### src/utg_pkg.sv
`timescale 1ns / 1ps
`default_nettype none
// ----------------------------------------------------------------------------
// utg_pkg
// Shared types, constants and calendar tables for the UTC to GNSS time unit.
// ----------------------------------------------------------------------------
package utg_pkg;

  localparam logic [16:0] SEC_PER_DAY    = 17'd86400;
  localparam logic [16:0] UTC3_SHIFT     = 17'd10800;
  localparam logic [11:0] BASE_YEAR      = 12'd2000;
  localparam logic [11:0] LAST_YEAR      = 12'd2099;
  // days from each epoch to 2000-01-01
  localparam logic [15:0] GPS_EPOCH_DAYS = 16'd7300;
  localparam logic [15:0] GAL_EPOCH_DAYS = 16'd132;
  // floor(x / 7) = (x * DIV7_RECIP) >> DIV7_SHIFT, exact for x < 104857
  localparam logic [31:0] DIV7_RECIP     = 32'd74899;
  localparam int          DIV7_SHIFT     = 19;

  localparam logic [3:0]  MONTH_FEB      = 4'd2;
  localparam logic [3:0]  MONTH_DEC      = 4'd12;

  typedef struct packed {
    logic [11:0] year;
    logic [3:0]  month;
    logic [4:0]  day;
    logic [4:0]  hour;
    logic [5:0]  minute;
    logic [5:0]  second;
  } utg_in_t;

  // after date decode
  typedef struct packed {
    logic        ok;
    logic [6:0]  yo;       // year - 2000
    logic [8:0]  doy;      // day of year, from 0
    logic        carry;    // second of day plus leap offset wrapped a day
    logic [16:0] sec_day;  // second of day plus leap offset, wrapped
    logic        nd;       // UTC+3 rolls into next day
    logic [16:0] sod3;     // UTC+3 second of day
    logic [6:0]  y3off;    // UTC+3 year - 2000
    logic [4:0]  four;     // GLONASS four-year period
  } utg_s1_t;

  // day counts, ready for the week split
  typedef struct packed {
    logic        ok;
    logic [15:0] dgps;
    logic [15:0] dgal;
    logic [16:0] sec_day;
    logic [4:0]  four;
    logic [10:0] gday;
    logic [16:0] sod3;
  } utg_s2_t;

  typedef struct packed {
    logic        date_ok;
    logic [12:0] gps_week;
    logic [19:0] gps_sec_of_week;
    logic [12:0] gal_week;
    logic [19:0] gal_sec_of_week;
    logic [4:0]  glo_four_year;
    logic [10:0] glo_day;
    logic [16:0] glo_sec_of_day;
  } utg_out_t;

  function automatic logic [8:0] cum_days(input logic [3:0] m);
    case (m)
      4'd1:    cum_days = 9'd0;
      4'd2:    cum_days = 9'd31;
      4'd3:    cum_days = 9'd59;
      4'd4:    cum_days = 9'd90;
      4'd5:    cum_days = 9'd120;
      4'd6:    cum_days = 9'd151;
      4'd7:    cum_days = 9'd181;
      4'd8:    cum_days = 9'd212;
      4'd9:    cum_days = 9'd243;
      4'd10:   cum_days = 9'd273;
      4'd11:   cum_days = 9'd304;
      4'd12:   cum_days = 9'd334;
      default: cum_days = 9'd0;
    endcase
  endfunction

  function automatic logic [4:0] month_len(input logic [3:0] m, input logic leap);
    case (m)
      4'd2:                   month_len = leap ? 5'd29 : 5'd28;
      4'd4, 4'd6, 4'd9, 4'd11: month_len = 5'd30;
      default:                month_len = 5'd31;
    endcase
  endfunction

  // leap second offset by year - 2000
  function automatic logic [4:0] leap_offset(input logic [6:0] yo);
    if (yo >= 7'd17) leap_offset = 5'd18;
    else if (yo >= 7'd16) leap_offset = 5'd17;
    else if (yo >= 7'd13) leap_offset = 5'd16;
    else if (yo >= 7'd9) leap_offset = 5'd15;
    else if (yo >= 7'd6) leap_offset = 5'd14;
    else leap_offset = 5'd13;
  endfunction

endpackage
`default_nettype wire

### src/utg_date_stage.sv
`timescale 1ns / 1ps
`default_nettype none
// ----------------------------------------------------------------------------
// utg_date_stage
// Two pipeline stages: check and decode the date, then form day counts.
// ----------------------------------------------------------------------------
module utg_date_stage import utg_pkg::*; (
  input  wire logic    clk,
  input  wire logic    rst_n,
  input  wire logic    in_valid,
  output logic         in_ready,
  input  wire utg_in_t in_data,
  output logic         out_valid,
  input  wire logic    out_ready,
  output utg_s2_t      out_data
);

  logic    va_r, va_nxt, vb_r, vb_nxt;
  logic    rdy_a, rdy_b;
  utg_s1_t a_r, a_nxt;
  utg_s2_t b_r, b_nxt;

  assign rdy_b    = !vb_r || out_ready;
  assign rdy_a    = !va_r || rdy_b;
  assign in_ready = rdy_a;
  assign va_nxt   = rdy_a ? in_valid : va_r;
  assign vb_nxt   = rdy_b ? va_r : vb_r;

  // stage 1: validity, day of year, seconds of day
  always_comb begin
    logic [11:0] yo12;
    logic [6:0]  yo;
    logic        leap;
    logic [16:0] sod;
    logic [16:0] s;
    logic [16:0] s3;
    logic        dec31;
    logic [6:0]  y3;
    yo12  = in_data.year - BASE_YEAR;
    yo    = yo12[6:0];
    leap  = (yo[1:0] == 2'd0);
    sod   = 17'(in_data.hour) * 17'd3600 + 17'(in_data.minute) * 17'd60
            + 17'(in_data.second);
    s     = sod + 17'(leap_offset(yo));
    s3    = sod + UTC3_SHIFT;
    dec31 = (in_data.month == MONTH_DEC) && (in_data.day == 5'd31);
    a_nxt.ok = (in_data.year >= BASE_YEAR) && (in_data.year <= LAST_YEAR) &&
               (in_data.month >= 4'd1) && (in_data.month <= MONTH_DEC) &&
               (in_data.hour <= 5'd23) && (in_data.minute <= 6'd59) &&
               (in_data.second <= 6'd59) && (in_data.day >= 5'd1) &&
               (in_data.day <= month_len(in_data.month, leap));
    a_nxt.yo      = yo;
    a_nxt.doy     = cum_days(in_data.month)
                    + 9'((leap && (in_data.month > MONTH_FEB)) ? 1 : 0)
                    + 9'(in_data.day) - 9'd1;
    a_nxt.carry   = (s >= SEC_PER_DAY);
    a_nxt.sec_day = (s >= SEC_PER_DAY) ? s - SEC_PER_DAY : s;
    a_nxt.nd      = (s3 >= SEC_PER_DAY);
    a_nxt.sod3    = (s3 >= SEC_PER_DAY) ? s3 - SEC_PER_DAY : s3;
    y3            = yo + 7'((a_nxt.nd && dec31) ? 1 : 0);
    a_nxt.y3off   = y3;
    a_nxt.four    = 5'((8'(y3) + 8'd7) >> 2);
  end

  // stage 2: day counts from each epoch, GLONASS day in period
  always_comb begin
    logic [15:0] days;
    logic [15:0] days3;
    logic [6:0]  bo;
    logic [15:0] dbase;
    logic [15:0] gd;
    days  = 16'(a_r.yo) * 16'd365 + 16'((8'(a_r.yo) + 8'd3) >> 2) + 16'(a_r.doy);
    days3 = days + 16'(a_r.nd);
    bo    = {a_r.y3off[6:2], 2'b00};
    dbase = 16'(bo) * 16'd365 + 16'(bo[6:2]);
    gd    = days3 - dbase + 16'(a_r.sod3 != 17'd0);
    b_nxt.ok      = a_r.ok;
    b_nxt.dgps    = days + GPS_EPOCH_DAYS + 16'(a_r.carry);
    b_nxt.dgal    = days + GAL_EPOCH_DAYS + 16'(a_r.carry);
    b_nxt.sec_day = a_r.sec_day;
    b_nxt.four    = a_r.four;
    b_nxt.gday    = gd[10:0];
    b_nxt.sod3    = a_r.sod3;
  end

  always_ff @(posedge clk) begin
    if (!rst_n) begin
      va_r <= 1'b0;
      vb_r <= 1'b0;
    end else begin
      va_r <= va_nxt;
      vb_r <= vb_nxt;
    end
  end

  always_ff @(posedge clk) begin
    if (rdy_a) begin
      a_r <= a_nxt;
    end
    if (rdy_b) begin
      b_r <= b_nxt;
    end
  end

  assign out_valid = vb_r;
  assign out_data  = b_r;

endmodule
`default_nettype wire

### src/utg_week_stage.sv
`timescale 1ns / 1ps
`default_nettype none
// ----------------------------------------------------------------------------
// utg_week_stage
// Two pipeline stages: split day counts into weeks and seconds of week.
// ----------------------------------------------------------------------------
module utg_week_stage import utg_pkg::*; (
  input  wire logic    clk,
  input  wire logic    rst_n,
  input  wire logic    in_valid,
  output logic         in_ready,
  input  wire utg_s2_t in_data,
  output logic         out_valid,
  input  wire logic    out_ready,
  output utg_out_t     out_data
);

  logic        vc_r, vc_nxt, vd_r, vd_nxt;
  logic        rdy_c, rdy_d;
  utg_s2_t     c_r;
  logic [12:0] qg_r, qg_nxt, qa_r, qa_nxt;
  utg_out_t    d_r, d_nxt;
  logic [31:0] pg, pa;

  assign rdy_d    = !vd_r || out_ready;
  assign rdy_c    = !vc_r || rdy_d;
  assign in_ready = rdy_c;
  assign vc_nxt   = rdy_c ? in_valid : vc_r;
  assign vd_nxt   = rdy_d ? vc_r : vd_r;

  // stage 3: divide day counts by seven with a reciprocal multiply
  assign pg     = 32'(in_data.dgps) * DIV7_RECIP;
  assign pa     = 32'(in_data.dgal) * DIV7_RECIP;
  assign qg_nxt = pg[DIV7_SHIFT+12:DIV7_SHIFT];
  assign qa_nxt = pa[DIV7_SHIFT+12:DIV7_SHIFT];

  // stage 4: day of week to seconds, zero everything on a bad date
  always_comb begin
    logic [15:0] rg;
    logic [15:0] ra;
    rg = c_r.dgps - 16'(qg_r) * 16'd7;
    ra = c_r.dgal - 16'(qa_r) * 16'd7;
    d_nxt = '0;
    if (c_r.ok) begin
      d_nxt.date_ok         = 1'b1;
      d_nxt.gps_week        = qg_r;
      d_nxt.gps_sec_of_week = 20'(rg[2:0]) * 20'(SEC_PER_DAY) + 20'(c_r.sec_day);
      d_nxt.gal_week        = qa_r;
      d_nxt.gal_sec_of_week = 20'(ra[2:0]) * 20'(SEC_PER_DAY) + 20'(c_r.sec_day);
      d_nxt.glo_four_year   = c_r.four;
      d_nxt.glo_day         = c_r.gday;
      d_nxt.glo_sec_of_day  = c_r.sod3;
    end
  end

  always_ff @(posedge clk) begin
    if (!rst_n) begin
      vc_r <= 1'b0;
      vd_r <= 1'b0;
    end else begin
      vc_r <= vc_nxt;
      vd_r <= vd_nxt;
    end
  end

  always_ff @(posedge clk) begin
    if (rdy_c) begin
      c_r  <= in_data;
      qg_r <= qg_nxt;
      qa_r <= qa_nxt;
    end
    if (rdy_d) begin
      d_r <= d_nxt;
    end
  end

  assign out_valid = vd_r;
  assign out_data  = d_r;

endmodule
`default_nettype wire

### src/utc_to_gnss_time_unit.sv
`timescale 1ns / 1ps
`default_nettype none
// ----------------------------------------------------------------------------
// utc_to_gnss_time_unit
// Convert a UTC calendar timestamp (2000..2099) to GPS, Galileo and GLONASS
// time forms.
// ----------------------------------------------------------------------------
// Usage:
//   Present one UTC timestamp per transaction on the in_ stream; each one
//   yields exactly one result transaction on the out_ stream, in order.
//   The transaction is registered in each stage in turn, and out_tvalid
//   rises once it reaches the last one. While out_tready stays high, a new
//   transaction is taken every cycle, so sustained throughput is one
//   timestamp per cycle; the four register stages (date decode, day count,
//   divide by seven, week split) each hold one transaction.
//   An invalid date or time yields date_ok low with every other field zero.
//   Reset (rst_n low, synchronous) drops all transactions in flight; the
//   block then accepts at once.
//   When the receiver stalls, each stage holds its transaction and fills in
//   behind it; in_tready falls only when all four stages are full. Nothing
//   is dropped or repeated.
//   GLONASS fields use the UTC+3 timestamp, which may roll into the next
//   day or year.
// ----------------------------------------------------------------------------
module utc_to_gnss_time_unit import utg_pkg::*; (
  input  wire logic         clk,
  input  wire logic         rst_n,
  input  wire logic         in_tvalid,
  output logic              in_tready,
  // year[11:0], month[15:12], day[20:16], hour[25:21], minute[31:26],
  // second[37:32], zero fill[39:38]
  input  wire logic [39:0]  in_tdata,
  output logic              out_tvalid,
  input  wire logic         out_tready,
  // date_ok[0], gps_week[13:1], gps_sec_of_week[33:14], gal_week[46:34],
  // gal_sec_of_week[66:47], glo_four_year[71:67], glo_day[82:72],
  // glo_sec_of_day[99:83], zero fill[103:100]
  output logic [103:0]      out_tdata
);

  utg_in_t  in_item;
  utg_s2_t  mid_data;
  logic     mid_valid, mid_ready;
  utg_out_t res;

  // unpack the input transaction
  assign in_item.year   = in_tdata[11:0];
  assign in_item.month  = in_tdata[15:12];
  assign in_item.day    = in_tdata[20:16];
  assign in_item.hour   = in_tdata[25:21];
  assign in_item.minute = in_tdata[31:26];
  assign in_item.second = in_tdata[37:32];

  // stages 1-2: validate, decode to day counts
  utg_date_stage u_date (
    .clk       (clk),
    .rst_n     (rst_n),
    .in_valid  (in_tvalid),
    .in_ready  (in_tready),
    .in_data   (in_item),
    .out_valid (mid_valid),
    .out_ready (mid_ready),
    .out_data  (mid_data)
  );

  // stages 3-4: split into weeks, seconds of week; last stage is the output register
  utg_week_stage u_week (
    .clk       (clk),
    .rst_n     (rst_n),
    .in_valid  (mid_valid),
    .in_ready  (mid_ready),
    .in_data   (mid_data),
    .out_valid (out_tvalid),
    .out_ready (out_tready),
    .out_data  (res)
  );

  // pack the result transaction
  assign out_tdata = {4'd0, res.glo_sec_of_day, res.glo_day, res.glo_four_year,
                      res.gal_sec_of_week, res.gal_week, res.gps_sec_of_week,
                      res.gps_week, res.date_ok};

endmodule
`default_nettype wire

### config.mk
export PLATFORM = sky130hd
export DESIGN_NAME = utc_to_gnss_time_unit
export DESIGN_NICKNAME = d
export VERILOG_FILES = /design/src/utg_pkg.sv /design/src/utg_date_stage.sv /design/src/utg_week_stage.sv /design/src/utc_to_gnss_time_unit.sv
export SDC_FILE = /design/constraint.sdc
export NUM_CORES = 1
export LEC_CHECK = 0
export ABC_AREA = 0
export CELL_PAD_IN_SITES_DETAIL_PLACEMENT = 0
export CELL_PAD_IN_SITES_GLOBAL_PLACEMENT = 2
export CORE_MARGIN = 5
export CORE_UTILIZATION = 28
export CTS_CLUSTER_SIZE = 16
export DETAILED_ROUTE_END_ITERATION = 10
export DONT_BUFFER_PORTS = 1
export PLACE_DENSITY = 0.66
export SETUP_SLACK_MARGIN = 0.15
export SLEW_MARGIN = 20
export SYNTH_ARGS = -nofsm -noshare
export SYNTH_HDL_FRONTEND = slang
export SYNTH_SLANG_ARGS = --single-unit
### constraint.sdc
create_clock -name clk -period 11.4 [get_ports clk]
set_clock_uncertainty 0.05 [all_clocks]
set_input_delay 1.14 -clock clk [delete_from_list [all_inputs] [get_ports clk]]
set_output_delay 1.14 -clock clk [all_outputs]
set_load 0.05 [all_outputs]
Yosys cells after proc, flatten, opt, wreduce, memory -nomap -nowiden --
Memories as Yosys holds them, arrays and structs flattened. Index checks and enable logic that the tools add are counted.
Storage, ports and cells: memories 1, output and inout port bits 106, ROM bits 144, bits in registers 335, word-level logic and storage cells 133
Memories:
- (name not given) | depth 16, width 9, read ports 1, clocked after Yosys merged registers in 0, wr ports 0, line utg_pkg.sv:68 | case (m)
Cells by class: mux-type cells 12, reduce and logical (&&, ||, !) cells 22, multiply operators 10, add/sub/neg operators 27, equality and inequality tests 7, magnitude comparators 17
Operators by type and width (number):
- 2-to-1 mux 100 bit | 1
- multiplier 16 x 17 -> 32 bit, second input constant | 2
- adder 20 x 17 -> 20 bit | 2
- >= comparator 17 bit, second input constant | 2
- 2-to-1 mux 17 bit | 2
- subtractor 17 bit, second input constant | 2
- adder 16 x 1 -> 16 bit | 2
- multiplier 13 x 3 -> 3 bit, second input constant | 2
- multiplier 3 x 10 -> 13 bit, second input constant | 2
- adder 11 x 1 -> 11 bit | 2
- 2-to-1 mux 5 bit | 4
- adder 17 x 12 -> 17 bit | 1
- adder 17 x 14 -> 17 bit, second input constant | 1
- adder 17 x 5 -> 17 bit | 1
- adder 17 x 6 -> 17 bit | 1
- nonzero test 17 bit | 1
- adder 16 x 13 -> 16 bit, second input constant | 1
- adder 16 x 14 -> 16 bit | 1
- adder 16 x 8 -> 16 bit, second input constant | 1
- adder 16 x 9 -> 16 bit | 1
- multiplier 7 x 9 -> 16 bit, second input constant | 1
- >= comparator 7 x 4 -> 1 bit, second input constant | 2
- >= comparator 7 x 5 -> 1 bit, second input constant | 2
- multiplier 5 x 8 -> 13 bit, second input constant | 1
- 34 further kinds | 57

Longest topological paths before layout --
word-level depth 10, depth in mapped cells 31, mapped depth without buffers 29

By module --
Synthesis repeated with hierarchy kept, for this count alone.
Second synthesis, totals: cell total of the unflattened synthesis 2294, area total of the unflattened synthesis 26185.1 um^2
Modules (own cells, without submodules):
- utg_week_stage | seq. area each 5325.1 um^2, area each 13868.3 um^2, times used 1, cells each 1124
- utg_date_stage | seq. area each 4124.0 um^2, area each 12283.0 um^2, times used 1, cells each 1165
- utc_to_gnss_time_unit | seq. area each 0.0 um^2, area each 33.8 um^2, times used 1, cells each 5

Least setup slack after synthesis --
Ideal clock, no wire load.
path kind input-to-reg, start point input port in_tdata[26], end point register u_date.a_r[4] (netlist bit), data pin, stages on the path 27, setup slack 3721 ps, arrival time 7368 ps, required time 11089 ps, setup time 261 ps, path through fa_1 fa_1 ha_1 a21o_1 a21oi_1 o21bai_1 a21oi_1 xnor2_1 ha_1 ha_1 or3_1 or3_4 and3_4 buf_6 o22ai_1 a21oi_1 xnor2_1 o21ai_2 a21o_1 buf_2 nor4_1 ha_1 nand3_1 xnor2_1 a21boi_0 nand3_1 xnor2_1
RTL lines:
- start: declaration | line utc_to_gnss_time_unit.sv:32 | input wire logic [39:0] in_tdata,
- end signal: assignment | line utg_date_stage.sv:98 | a_r <= a_nxt;
- end: declaration | line utg_date_stage.sv:20 | utg_s1_t a_r, a_nxt;

==> flow_summary.yaml <==
logic_synthesis:
  synth_ff_type: "edfxtp_1"
  synth.avg_cell_area_um2: 11.72
  synthArstFlopShare_pct: 0
  synth_area_mm2: 0.02455
  synth_top_area_share_pct: 37.79
  yosysUniqueCellTypes: 81
  synth_seq_area_share_pct: 38.12
  synthCells: 2094
  synth_seq_cells: 313
  yosysTopAreaCell: "edfxtp_1"
  yosys_warnings: 0
  synth_edf_count: 309
  synthTopCellsByArea: "edfxtp_1 38%, ha_1 21%, fa_1 12%, inv_1 5.2%, xnor2_1 5.0%"
layout:
  area_growth_pct: 10.03
  final_cell_mix: "413 x ha_1, 339 x inv_1, 309 x edfxtp_1"
  regArea_mm2: 0.009359
  antenna_cells: 0
  multi_input_area_mm2: 0.01376
  final_common_cell: "ha_1"
  fillers: 8808
  drive_above_1_share_pct: 4.499
  fin_nets: 2707
global_routing:
  grt_use_total_pct: 11.16
  antenna_found_initial: 2
  overflow: 0
  grt_max_degree: 89
  grt_pass1_wl_um: 83460
  grt_pass1_vias: 14880
floorplanning:
  num_io_pins: 150
  die_w_um: 306.1
  dieArea_mm2: 0.09370
  coreArea_mm2: 0.08689
  die_h_um: 306.1
  row_count: 108
  initial_utilization_pct: 28.26
detailed_routing:
  postRouteWirelength_um: 52530
  drtPass1Iterations: 4
  drc: 0
  dr_total_vias: 14360
  drtIter0Drc: 635
  routed_via_density: 4.367
  wl_per_cell_um: 15.97
  ant_nets: 0
critical_path:
  worstPathCellList: "fa_1, fa_1, fa_1, inv_1, fa_1, inv_1, ha_1, xnor2_1, inv_1, ha_1, nor3_1, a32oi_1, o22ai_1, a21oi_1, xnor2_1, o21ai_2, a21o_1, nor4_1, ha_1, nand3_1, xnor2_1, a21boi_0, nand3_1, xnor2_1"
  r2r-start: "u_date.out_data[55]"
  crit_fanout: 8
  cp.required_ps: 11630
  cp_num_buf_inv: 3
  r2r_cells: 22
  ff2ff_setup_slack_ps: 4550
  crit_path_top_delay_cell: "fa_1"
  slowest_delay_ps: 580
  critPathKind: "input port to register"
  end_kind: "register"
  start_kind: "input port"
  crit_family: "adder cells"
  cp.arrival_ps: 8280
  r2r_end: "u_week.qg_r[11]"
clocking:
  clock_sinks: 313
  cts_hold_buffers: 0
  htree_levels: 2
  cts_resized: 0
  postCtsSetupRepairBufs: 0
  cts-root-buf: "clkbuf_16"
  cts_tree: "built"
  insertion_delay_ps: 560
  cts_buffer_depth: 3
  numCtsBuffers: 37
  path_clk_slew_ps: 60
sta:
  max_slew_margin_pct: 34.62
  setup_slack_ps: 3348
  worstMarginPinSlew_ps: 980.7
  finalSetupViolations: 0
  rsz0062_at_grt: "false"
  hold_viol_final: 0
  fin_setup_tns_ps: 0
  fmax_mhz: 124.2
  finalCritPeriodShare_pct: 70.63
  min_period_ps: 8052
  maxSlewViolCount: 0
place:
  place_ws_ps: 2753
  gp_congestion: 0.8170
  numPortBuffers: 0
  dp_hpwl_um: 43030
worst_hold_path:
  hold_class: "register to register"
  min_path_cells: 0
  worstHoldStart: "u_date.out_data[17]"
  whs_endpoint: "u_week.c_r[17]"
outcome:
  outcome: "finished, final reports clean"
run:
  maxCapViolCount: 0
cells by family after synthesis:
family	share of synthesized area (%)
muxes	0.5147
AOI/OAI and AO/OA	7.833
buffers and inverters	5.937
xor gates and xnor gates	6.763
and+or+nand+nor	8.190
DFF	38.12
other	0.01527
adders and majority gates	32.63
Yosys cell counts, types with 8 or more instances:
cell / number
a211oi_1: 8
a21o_1: 36
a21oi_1: 82
a31oi_1: 10
and2_1: 96
buf_4: 12
clkbuf_1: 17
edfxtp_1: 309
fa_1: 142
ha_1: 413
inv_1: 341
nand2_1: 51
nand2b_1: 12
nand3_1: 26
nor2_1: 77
nor2b_1: 19
nor3_1: 25
nor4_1: 10
o21a_1: 18
o21ai_0: 33
o21bai_1: 32
or2_2: 12
xnor2_1: 140
xor2_1: 44
flip-flops by register name (all words and copies together), names as in the netlist:
| register | cells |
|---|---|
| u_week.out_data | 93 |
| u_date.out_data | 73 |
| u_date.a_r | 63 |
| u_week.c_r | 54 |
| u_week.qa_r | 13 |
| u_week.qg_r | 13 |
| u_date.out_valid | 1 |
| u_date.va_r | 1 |
| u_week.out_valid | 1 |
| u_week.vc_r | 1 |
worst max path at each step:
stage | end | slack [ps] | startpoint | cells past startpoint
2_1_floorplan | u_date.a_r[4] | 3720 | in_tdata[26] | 27
3_3_place_gp | u_date.a_r[4] | 2810 | in_tdata[26] | 24
3_5_place_dp | u_date.a_r[4] | 2750 | in_tdata[26] | 24
4_1_cts | u_date.a_r[4] | 3340 | in_tdata[26] | 24
5_1_grt | u_date.a_r[4] | 2740 | in_tdata[26] | 24
6_report | u_date.a_r[4] | 3350 | in_tdata[26] | 24
worst reg2reg max path: cells and delay by family (launching register included):
kind | cells | cell delay (ps)
compound gates | 8 | 2520
xor+xnor | 1 | 170
simple gates | 3 | 860
flops | 1 | 660
buf+inv | 3 | 190
fa+ha+maj | 7 | 2180
metal layers:
layer	wire [µm]	track usage (%)	up-vias
met5	0	0	-
met4	867	2.069	0
met3	2170	2.154	61
met2	23950	18.09	218
met1	25540	15.77	6862
li1	-	-	7223
cell type report:
class | count | area share [%]
multi-input combinational | 1410 | 50.94
sequential | 313 | 34.64
clock buffer | 43 | 3.589
tap | 1155 | 5.349
timing repair buffer | 5 | 0.1389
clock inverter | 22 | 0.5928
inverter | 341 | 4.747
per-stage QoR:
| stage | hold slack (ps) | instances | utilization (%) | area, µm² |
|---|---|---|---|---|
| after floorplan | 350.3 | 2097 | - | 24560 |
| after global placement | 350.5 | 3224 | 29.79 | 25880 |
| after detailed placement | 354.5 | 3224 | 29.79 | 25880 |
| after CTS | 340.8 | 3289 | 31.09 | 27010 |
| after global routing | 359.8 | 3289 | 31.09 | 27010 |
| final | 342.4 | 3289 | 31.09 | 27010 |
Power is not shown: default switching activity piles up to over one toggle a cycle in this logic, so the estimate is an artifact.
